[src/design/dust_sensor_trimmed_mean_top_assert.svh]
// Assertion macros shared by the dust sensor trimmed-mean modules.
`ifndef DUST_SENSOR_TRIMMED_MEAN_TOP_ASSERT_SVH
`define DUST_SENSOR_TRIMMED_MEAN_TOP_ASSERT_SVH

`ifndef SYNTHESIS
// Checks a property on every rising clock edge outside reset.
`define DSTM_ASSERT(lbl, prop) \
  lbl: assert property (@(posedge clk_i) disable iff (!rst_ni) (prop)) \
    else $error("dstm assertion failed");
// Checks a property on every rising clock edge, during reset too.
`define DSTM_ASSERT_ALWAYS(lbl, prop) \
  lbl: assert property (@(posedge clk_i) (prop)) \
    else $error("dstm assertion failed");
`else
`define DSTM_ASSERT(lbl, prop)
`define DSTM_ASSERT_ALWAYS(lbl, prop)
`endif

`endif

[src/design/dstm_pkg.sv]
// Types and constants of the dust sensor trimmed-mean block.
package dstm_pkg;

  localparam int GAIN_W      = 10;
  localparam int OFFSET_W    = 10;
  localparam int CFG_W       = 10;
  localparam int DUST_W      = 13;
  localparam int OUT_DATA_W  = 16;
  localparam int SCALE_SHIFT = 12;

  localparam logic [DUST_W-1:0]   DUST_MAX     = 13'd8191;
  localparam logic [GAIN_W-1:0]   GAIN_RESET   = 10'd187;
  localparam logic [OFFSET_W-1:0] OFFSET_RESET = 10'd100;

  // Configuration register indexes.
  localparam logic REG_GAIN   = 1'b0;
  localparam logic REG_OFFSET = 1'b1;

  // Handshake and tag of a word moving between pipeline stages.
  typedef struct packed {
    logic valid;
    logic src;
  } dstm_tag_t;

endpackage

[src/design/dstm_accum.sv]
// Group accumulator: running count, minimum, maximum and sum, trimmed sum register.
`include "dust_sensor_trimmed_mean_top_assert.svh"

module dstm_accum #(
  parameter int SAMPLES_PER_RESULT = 8,
  parameter int SAMPLE_BITS        = 12,
  parameter int SUM_W              = 15
) (
  input  logic                   clk_i,
  input  logic                   rst_ni,
  input  logic                   in_valid_i,
  output logic                   in_ready_o,
  input  logic [SAMPLE_BITS-1:0] sample_i,
  input  logic                   sensor_i,
  input  logic                   next_ready_i,
  output dstm_pkg::dstm_tag_t    trim_tag_o,
  output logic [SUM_W-1:0]       trim_o
);
  import dstm_pkg::*;

  localparam int CNT_W = $clog2(SAMPLES_PER_RESULT);
  localparam logic [CNT_W-1:0] CNT_LAST = CNT_W'(SAMPLES_PER_RESULT - 1);

  logic [CNT_W-1:0]       cnt_q, cnt_d;
  logic [SAMPLE_BITS-1:0] min_q, min_d, max_q, max_d;
  logic [SUM_W-1:0]       sum_q, sum_d, sum_base, trim_d, trim_q;
  logic                   first, closing, accept;
  logic                   valid_q, valid_d, src_q;

  assign first   = (cnt_q == '0);
  assign closing = (cnt_q == CNT_LAST);
  // Only the closing word needs room in the trimmed sum register.
  assign in_ready_o = !closing || !valid_q || next_ready_i;
  assign accept     = in_valid_i && in_ready_o;

  always_comb begin
    if (first) begin
      min_d = sample_i;
      max_d = sample_i;
    end else begin
      min_d = (sample_i < min_q) ? sample_i : min_q;
      max_d = (sample_i > max_q) ? sample_i : max_q;
    end
    sum_base = first ? '0 : sum_q;
    sum_d    = sum_base + SUM_W'(sample_i);
    trim_d   = sum_d - SUM_W'(min_d) - SUM_W'(max_d);
    cnt_d    = closing ? '0 : cnt_q + CNT_W'(1);
    valid_d  = valid_q;
    if (valid_q && next_ready_i) begin
      valid_d = 1'b0;
    end
    if (accept && closing) begin
      valid_d = 1'b1;
    end
  end

  always_ff @(posedge clk_i or negedge rst_ni) begin
    if (!rst_ni) begin
      cnt_q   <= '0;
      valid_q <= 1'b0;
    end else begin
      valid_q <= valid_d;
      if (accept) begin
        cnt_q <= cnt_d;
      end
    end
  end

  always_ff @(posedge clk_i) begin
    if (accept) begin
      min_q <= min_d;
      max_q <= max_d;
      sum_q <= sum_d;
      if (closing) begin
        trim_q <= trim_d;
        src_q  <= sensor_i;
      end
    end
  end

  assign trim_tag_o.valid = valid_q;
  assign trim_tag_o.src   = src_q;
  assign trim_o           = trim_q;

  `DSTM_ASSERT(a_close_loads, accept && closing |=> valid_q)
  `DSTM_ASSERT(a_trim_holds, valid_q && !next_ready_i |=> valid_q && $stable(trim_q))
  `DSTM_ASSERT_ALWAYS(a_cnt_range, !rst_ni || (cnt_q <= CNT_LAST))

endmodule

[src/design/dstm_scale.sv]
// Scaling pipeline: product with gain, shift, offset subtraction, clamp and output register.
`include "dust_sensor_trimmed_mean_top_assert.svh"

module dstm_scale #(
  parameter int SUM_W = 15
) (
  input  logic                           clk_i,
  input  logic                           rst_ni,
  input  dstm_pkg::dstm_tag_t            trim_tag_i,
  input  logic [SUM_W-1:0]               trim_i,
  output logic                           trim_ready_o,
  input  logic [dstm_pkg::GAIN_W-1:0]    gain_i,
  input  logic [dstm_pkg::OFFSET_W-1:0]  offset_i,
  output logic                           out_valid_o,
  input  logic                           out_ready_i,
  output logic [dstm_pkg::DUST_W-1:0]    dust_o,
  output logic                           source_o
);
  import dstm_pkg::*;

  localparam int PROD_W = SUM_W + GAIN_W;
  localparam int SC_W   = PROD_W - SCALE_SHIFT;
  localparam int CMP_W  = (SC_W > OFFSET_W) ? SC_W : OFFSET_W;
  localparam int WIDE_W = (CMP_W > DUST_W) ? CMP_W : DUST_W;

  logic [PROD_W-1:0] prod_q;
  logic              prod_valid_q, prod_src_q, prod_ready;
  logic [WIDE_W-1:0] scaled_w, offset_w, diff_w;
  logic [DUST_W-1:0] dust_d, dust_q;
  logic              out_valid_q, src_q, out_load, prod_load;

  assign prod_ready   = !out_valid_q || out_ready_i;
  assign trim_ready_o = !prod_valid_q || prod_ready;
  assign prod_load    = trim_tag_i.valid && trim_ready_o;
  assign out_load     = prod_valid_q && prod_ready;

  always_comb begin
    scaled_w = WIDE_W'(prod_q[PROD_W-1:SCALE_SHIFT]);
    offset_w = WIDE_W'(offset_i);
    diff_w   = scaled_w - offset_w;
    // A scaled value at or below the offset reads as zero dust.
    if (scaled_w <= offset_w) begin
      dust_d = '0;
    end else if (diff_w > WIDE_W'(DUST_MAX)) begin
      dust_d = DUST_MAX;
    end else begin
      dust_d = diff_w[DUST_W-1:0];
    end
  end

  always_ff @(posedge clk_i or negedge rst_ni) begin
    if (!rst_ni) begin
      prod_valid_q <= 1'b0;
      out_valid_q  <= 1'b0;
    end else begin
      if (trim_ready_o) begin
        prod_valid_q <= trim_tag_i.valid;
      end
      if (prod_ready) begin
        out_valid_q <= prod_valid_q;
      end
    end
  end

  always_ff @(posedge clk_i) begin
    if (prod_load) begin
      prod_q     <= PROD_W'(trim_i) * PROD_W'(gain_i);
      prod_src_q <= trim_tag_i.src;
    end
    if (out_load) begin
      dust_q <= dust_d;
      src_q  <= prod_src_q;
    end
  end

  assign out_valid_o = out_valid_q;
  assign dust_o      = dust_q;
  assign source_o    = src_q;

  `DSTM_ASSERT(a_prod_to_out, prod_valid_q && prod_ready |=> out_valid_q)
  `DSTM_ASSERT(a_out_holds, out_valid_q && !out_ready_i |=> out_valid_q && $stable(dust_q))
  `DSTM_ASSERT(a_prod_holds, prod_valid_q && !prod_ready |=> prod_valid_q && $stable(prod_q))

endmodule

[src/design/dust_sensor_trimmed_mean_top.sv]
// Top level of the dust sensor trimmed-mean converter.
//
// Samples enter on the s_axis stream: tdata carries the converter reading, tuser the sensor.
// Every SAMPLES_PER_RESULT-th accepted word closes a group; the block drops one minimum and
// one maximum from the group sum and sends dust = floor(trimmed*gain/4096) - offset, clamped
// to 0..8191, on the m_axis stream with the closing word's sensor in tuser.
// Throughput is one sample per cycle unless a closing sample waits. A result is offered after
// its group passes the trimmed sum register, gain product register and output register.
// The user must write gain and offset through cfg_we_i, cfg_idx_i and cfg_wdata_i only while
// the block is idle, unenforced by the block; reset loads gain 187 and offset 100, clears the
// sample count and empties the pipeline. When the receiver stalls, the result holds in the
// output register and the pipeline keeps two more results; samples that do not close a group
// are taken regardless; a closing sample waits only while all three result stages are full.
module dust_sensor_trimmed_mean_top #(
  parameter int SAMPLES_PER_RESULT = 8,
  parameter int SAMPLE_BITS        = 12
) (
  input  logic                               clk_i,
  input  logic                               rst_ni,
  input  logic                               s_axis_tvalid,
  output logic                               s_axis_tready,
  // tdata fields from bit 0: sample, zero padding to a whole byte.
  input  logic [((SAMPLE_BITS+7)/8)*8-1:0]   s_axis_tdata,
  // tuser fields from bit 0: sensor.
  input  logic                               s_axis_tuser,
  output logic                               m_axis_tvalid,
  input  logic                               m_axis_tready,
  // tdata fields from bit 0: dust, zero padding to a whole byte.
  output logic [dstm_pkg::OUT_DATA_W-1:0]    m_axis_tdata,
  // tuser fields from bit 0: source.
  output logic                               m_axis_tuser,
  input  logic                               cfg_we_i,
  input  logic                               cfg_idx_i,
  input  logic [dstm_pkg::CFG_W-1:0]         cfg_wdata_i
);
  import dstm_pkg::*;

  localparam int SUM_W = SAMPLE_BITS + $clog2(SAMPLES_PER_RESULT);

  logic [GAIN_W-1:0]   gain_q;
  logic [OFFSET_W-1:0] offset_q;
  dstm_tag_t           trim_tag;
  logic [SUM_W-1:0]    trim;
  logic                trim_ready;
  logic [DUST_W-1:0]   dust;

  always_ff @(posedge clk_i or negedge rst_ni) begin
    if (!rst_ni) begin
      gain_q   <= GAIN_RESET;
      offset_q <= OFFSET_RESET;
    end else if (cfg_we_i) begin
      unique case (cfg_idx_i)
        REG_GAIN:   gain_q   <= cfg_wdata_i[GAIN_W-1:0];
        REG_OFFSET: offset_q <= cfg_wdata_i[OFFSET_W-1:0];
      endcase
    end
  end

  dstm_accum #(
    .SAMPLES_PER_RESULT (SAMPLES_PER_RESULT),
    .SAMPLE_BITS        (SAMPLE_BITS),
    .SUM_W              (SUM_W)
  ) u_accum (
    .clk_i        (clk_i),
    .rst_ni       (rst_ni),
    .in_valid_i   (s_axis_tvalid),
    .in_ready_o   (s_axis_tready),
    .sample_i     (s_axis_tdata[SAMPLE_BITS-1:0]),
    .sensor_i     (s_axis_tuser),
    .next_ready_i (trim_ready),
    .trim_tag_o   (trim_tag),
    .trim_o       (trim)
  );

  dstm_scale #(
    .SUM_W (SUM_W)
  ) u_scale (
    .clk_i        (clk_i),
    .rst_ni       (rst_ni),
    .trim_tag_i   (trim_tag),
    .trim_i       (trim),
    .trim_ready_o (trim_ready),
    .gain_i       (gain_q),
    .offset_i     (offset_q),
    .out_valid_o  (m_axis_tvalid),
    .out_ready_i  (m_axis_tready),
    .dust_o       (dust),
    .source_o     (m_axis_tuser)
  );

  assign m_axis_tdata = OUT_DATA_W'(dust);

endmodule
[config.mk]
export PLATFORM = sky130hd
export DESIGN_NAME = dust_sensor_trimmed_mean_top
export DESIGN_NICKNAME = d
export VERILOG_FILES = /design/src/design/dstm_pkg.sv /design/src/design/dstm_accum.sv /design/src/design/dstm_scale.sv /design/src/design/dust_sensor_trimmed_mean_top.sv
export VERILOG_INCLUDE_DIRS = /design/src /design/src/design
export SDC_FILE = /design/constraint.sdc
export NUM_CORES = 1
export LEC_CHECK = 0
export BUFFER_PORTS_ARGS = -buffer_cell sky130_fd_sc_hd__buf_2
export CORE_ASPECT_RATIO = 0.5
export CORE_MARGIN = 2
export CORE_UTILIZATION = 25
export DETAILED_ROUTE_END_ITERATION = 16
export HOLD_SLACK_MARGIN = 0.15
export SLEW_MARGIN = 0
export SYNTH_ARGS = -nofsm -noshare
export SYNTH_HDL_FRONTEND = slang
export SYNTH_SLANG_ARGS = --single-unit
export TNS_END_PERCENT = 1
[constraint.sdc]
create_clock -name clk_i -period 5.45 [get_ports clk_i]
set_clock_uncertainty 0.05 [all_clocks]
set_input_delay 0.2725 -clock clk_i [delete_from_list [all_inputs] [get_ports clk_i]]
set_output_delay 0.2725 -clock clk_i [all_outputs]
set_load 0.1 [all_outputs]
==> flow_metrics.env <==
export IMPL_final_cell_mix="168 x inv_1, 116 x ha_1, 115 x fa_1"
export IMPL_setup_viol=0
export IMPL_synth_top_flop_cell="edfxtp_1"
export IMPL_hold_end="u_scale.out_valid_o"
export IMPL_diodes=0
export IMPL_crit_chain="clkbuf_4, nand2_1, fa_1, inv_1, fa_1, fa_1, fa_1, inv_1, fa_1, inv_1, ha_1, a21oi_2, o2111ai_1, a21oi_2, o31ai_1, buf_4, buf_4, nand3_1, nand2_1, xor2_1"
export IMPL_worst_pin_slew_ps=1210
export IMPL_yosys_warnings=0
export IMPL_hold_viol_final=0
export IMPL_arrival_ps=5360
export IMPL_dp_hpwl_mm=21.0
export IMPL_port_buffers=44
export IMPL_outcome="finished, final reports clean"
export IMPL_crit_fanout=4
export IMPL_r2r_cells=20
export IMPL_cts_tree="done"
export IMPL_clock_sink_count=109
export IMPL_numCtsBuffers=9
export IMPL_r2r_setup_slack_ps=170
export IMPL_path_buf_inv=6
export IMPL_grt_pass1_wl_mm=43.3
export IMPL_grt_pass1_vias=8522
export IMPL_grt_usage_pct=11.2
export IMPL_vias=8523
export IMPL_cap_violations=0
export IMPL_drive_gt1_share_pct=15.3
export IMPL_max_stage_delay_ps=560
export IMPL_die_w_um=309
export IMPL_slew_viol_final=0
export IMPL_layout_nets=1532
export IMPL_synth_seq_area_share_pct=27.1
export IMPL_hold_class="in2reg"
export IMPL_dp_cells=1860
export IMPL_cts_root_buf="clkbuf_16"
export IMPL_die_h_um=157
export IMPL_cp_end_kind="flip-flop"
export IMPL_clk_path_buf_depth=2
export IMPL_ys_types=63
export IMPL_avgSynthCellArea_um2=9.92
export IMPL_core_mm2=0.0456
export IMPL_drt_wl_total_mm=26.4
export IMPL_hold_start="m_axis_tready"
export IMPL_reg2reg_from="gain_q[1]"
export IMPL_critical_path_most_common_cell="fa_1"
export IMPL_min_period_over_period_pct=96.8
export IMPL_drt_vias_per_instance=4.49
export IMPL_slowest_stage="dfstp_2"
export IMPL_gp_congestion=0.849
export IMPL_remaining_drc_errors=0
export IMPL_dieArea_mm2=0.0485
export IMPL_drt_first_pass_iters=5
export IMPL_htree_levels=3
export IMPL_holdPathStages=3
export IMPL_clk_pin_slew_ps=80
export IMPL_path_class="reg2reg"
export IMPL_start_util_pct=25.5
export IMPL_slew_headroom_pct=19.1
export IMPL_synth_cell_area_mm2=0.0117
export IMPL_drtIter0Drc=412
export IMPL_startpoint_type="flip-flop"
export IMPL_clkLatencyLatePin_ps=380
export IMPL_overflow=0
export IMPL_syn_inst=1175
export IMPL_synth_ff_latch_count=109
export IMPL_fin_cells=1897
export IMPL_cp_top_family="adder cells"
export IMPL_area_growth_pct=16.1
export IMPL_fmax_mhz=190
export IMPL_synth_edf_count=83
export IMPL_r2r_end="u_scale.prod_q[19]"
export IMPL_ios=52
export IMPL_rows=55
export IMPL_layout_min_cycle_time_ps=5280
export IMPL_nFillCells=4717
export IMPL_grt_max_degree=43
export IMPL_async_flop_share_pct=23.9
export IMPL_wl_per_cell_um=13.9
export IMPL_grt_antenna_before_repair=1
export IMPL_ant_nets=0
export IMPL_cp_required_ps=5530
export IMPL_final_common_cell="inv_1"
-- repair_timing --
action,in CTS,in global routing
hold buffers,12,1
resized for setup,0,30
buffers inserted,0,8
endpoints found under the hold margin,36,1
setup endpoints to repair,0,9
-- registers in the layout (all words and copies together) (netlist names), 3 cells and up --
signal and cells:
u_scale.dust_o 13, u_scale.prod_q 13, u_accum.min_q 12, u_accum.trim_o 15
u_accum.max_q 12, gain_q 10, u_accum.sum_q 15, u_accum.cnt_q 3
offset_q 10
-- layout make-up --
cell class / instances / area [µm²] / area share [%]
Multi-Input combinational cell: 856 / 7800 / 57.7
Sequential cell: 109 / 3160 / 23.3
Timing Repair Buffer: 121 / 847 / 6.26
Tap cell: 627 / 785 / 5.80
Inverter: 168 / 631 / 4.66
Clock buffer: 9 / 225 / 1.66
Clock inverter: 7 / 82.6 / 0.610
-- synthesized netlist by cell type (6+ instances only) --
cell type	count	area share [%]
nor2_1	32	1.0
nand4_1	20	1.1
nor3_1	15	0.64
xnor2_1	22	1.7
a21o_1	23	1.5
xor2_1	18	1.4
and3_1	18	0.97
mux2i_1	11	0.94
a31oi_1	12	0.64
nor2b_1	12	0.64
o21ai_1	6	0.26
and2_1	91	4.9
o21a_1	15	0.97
a21oi_1	42	1.8
clkbuf_1	34	1.1
inv_1	168	5.4
nand2b_1	11	0.59
dfrtp_1	17	3.7
edfxtp_1	83	21
ha_1	119	13
dfstp_2	9	2.0
nand3_1	25	1.1
a211oi_1	9	0.58
nand2_1	115	3.7
o2111ai_1	14	1.1
fa_1	115	20
o31ai_1	11	0.71
o21ai_0	20	0.86
mux2_2	28	2.7
-- metrics by stage --
stage                     setup TNS (ps)  worst slack [ps]  hold slack [ps]  cell area (µm²)  utilization [%]
after floorplan                        0              27.7            -73.1            11700                -
after global placement                 0              56.5              299            12900             28.3
after detailed placement           -7.24             -7.24              300            12900             28.3
after CTS                              0              4.63              154            13300             29.2
after global routing                -109             -45.4              224            13500             29.7
final                                  0               175              183            13500             29.7
-- cell families after synthesis --
kind of cell | after synthesis | synth area share (%)
AND/OR/NAND/NOR | 353 | 15.5
adder cells (fa/ha/maj) | 234 | 32.5
XOR/XNOR | 40 | 3.01
multiplexers | 44 | 4.13
other | 1 | 0.0322
flip-flops | 109 | 27.1
AO/OA/AOI/OAI | 182 | 10.6
buffers and inverters | 212 | 7.13
-- tightest hold or removal path, stage by stage --
cell and delay, ps:
buf_2 70, nand2b_1 160, nand2_1 70
-- routing by layer --
metal	up-vias	global-route usage (%)	part of all wire, %	wire [µm]
li1	4160	-	-	-
met1	4214	14.8	48	12600
met2	128	19.0	47	12500
met3	19	2.02	3.8	1010
met4	2	2.59	1.0	269
met5	-	0	0.027	7
-- how the worst max path moves through the flow --
stage                         start  slack (ps)  cells past startpoint                 end
after floorplan           gain_q[3]          30                     18  u_scale.prod_q[22]
after global placement    gain_q[4]          60                     18  u_scale.prod_q[22]
after detailed placement  gain_q[4]          -7                     17  u_scale.prod_q[22]
after CTS                 gain_q[7]           5                     18  u_scale.prod_q[22]
after global routing      gain_q[5]         -50                     18  u_scale.prod_q[19]
final                     gain_q[1]         170                     20  u_scale.prod_q[19]
Power is left out: the tool's default activity adds up to more than one toggle a clock period on the data nets, which glitch-free logic cannot reach.
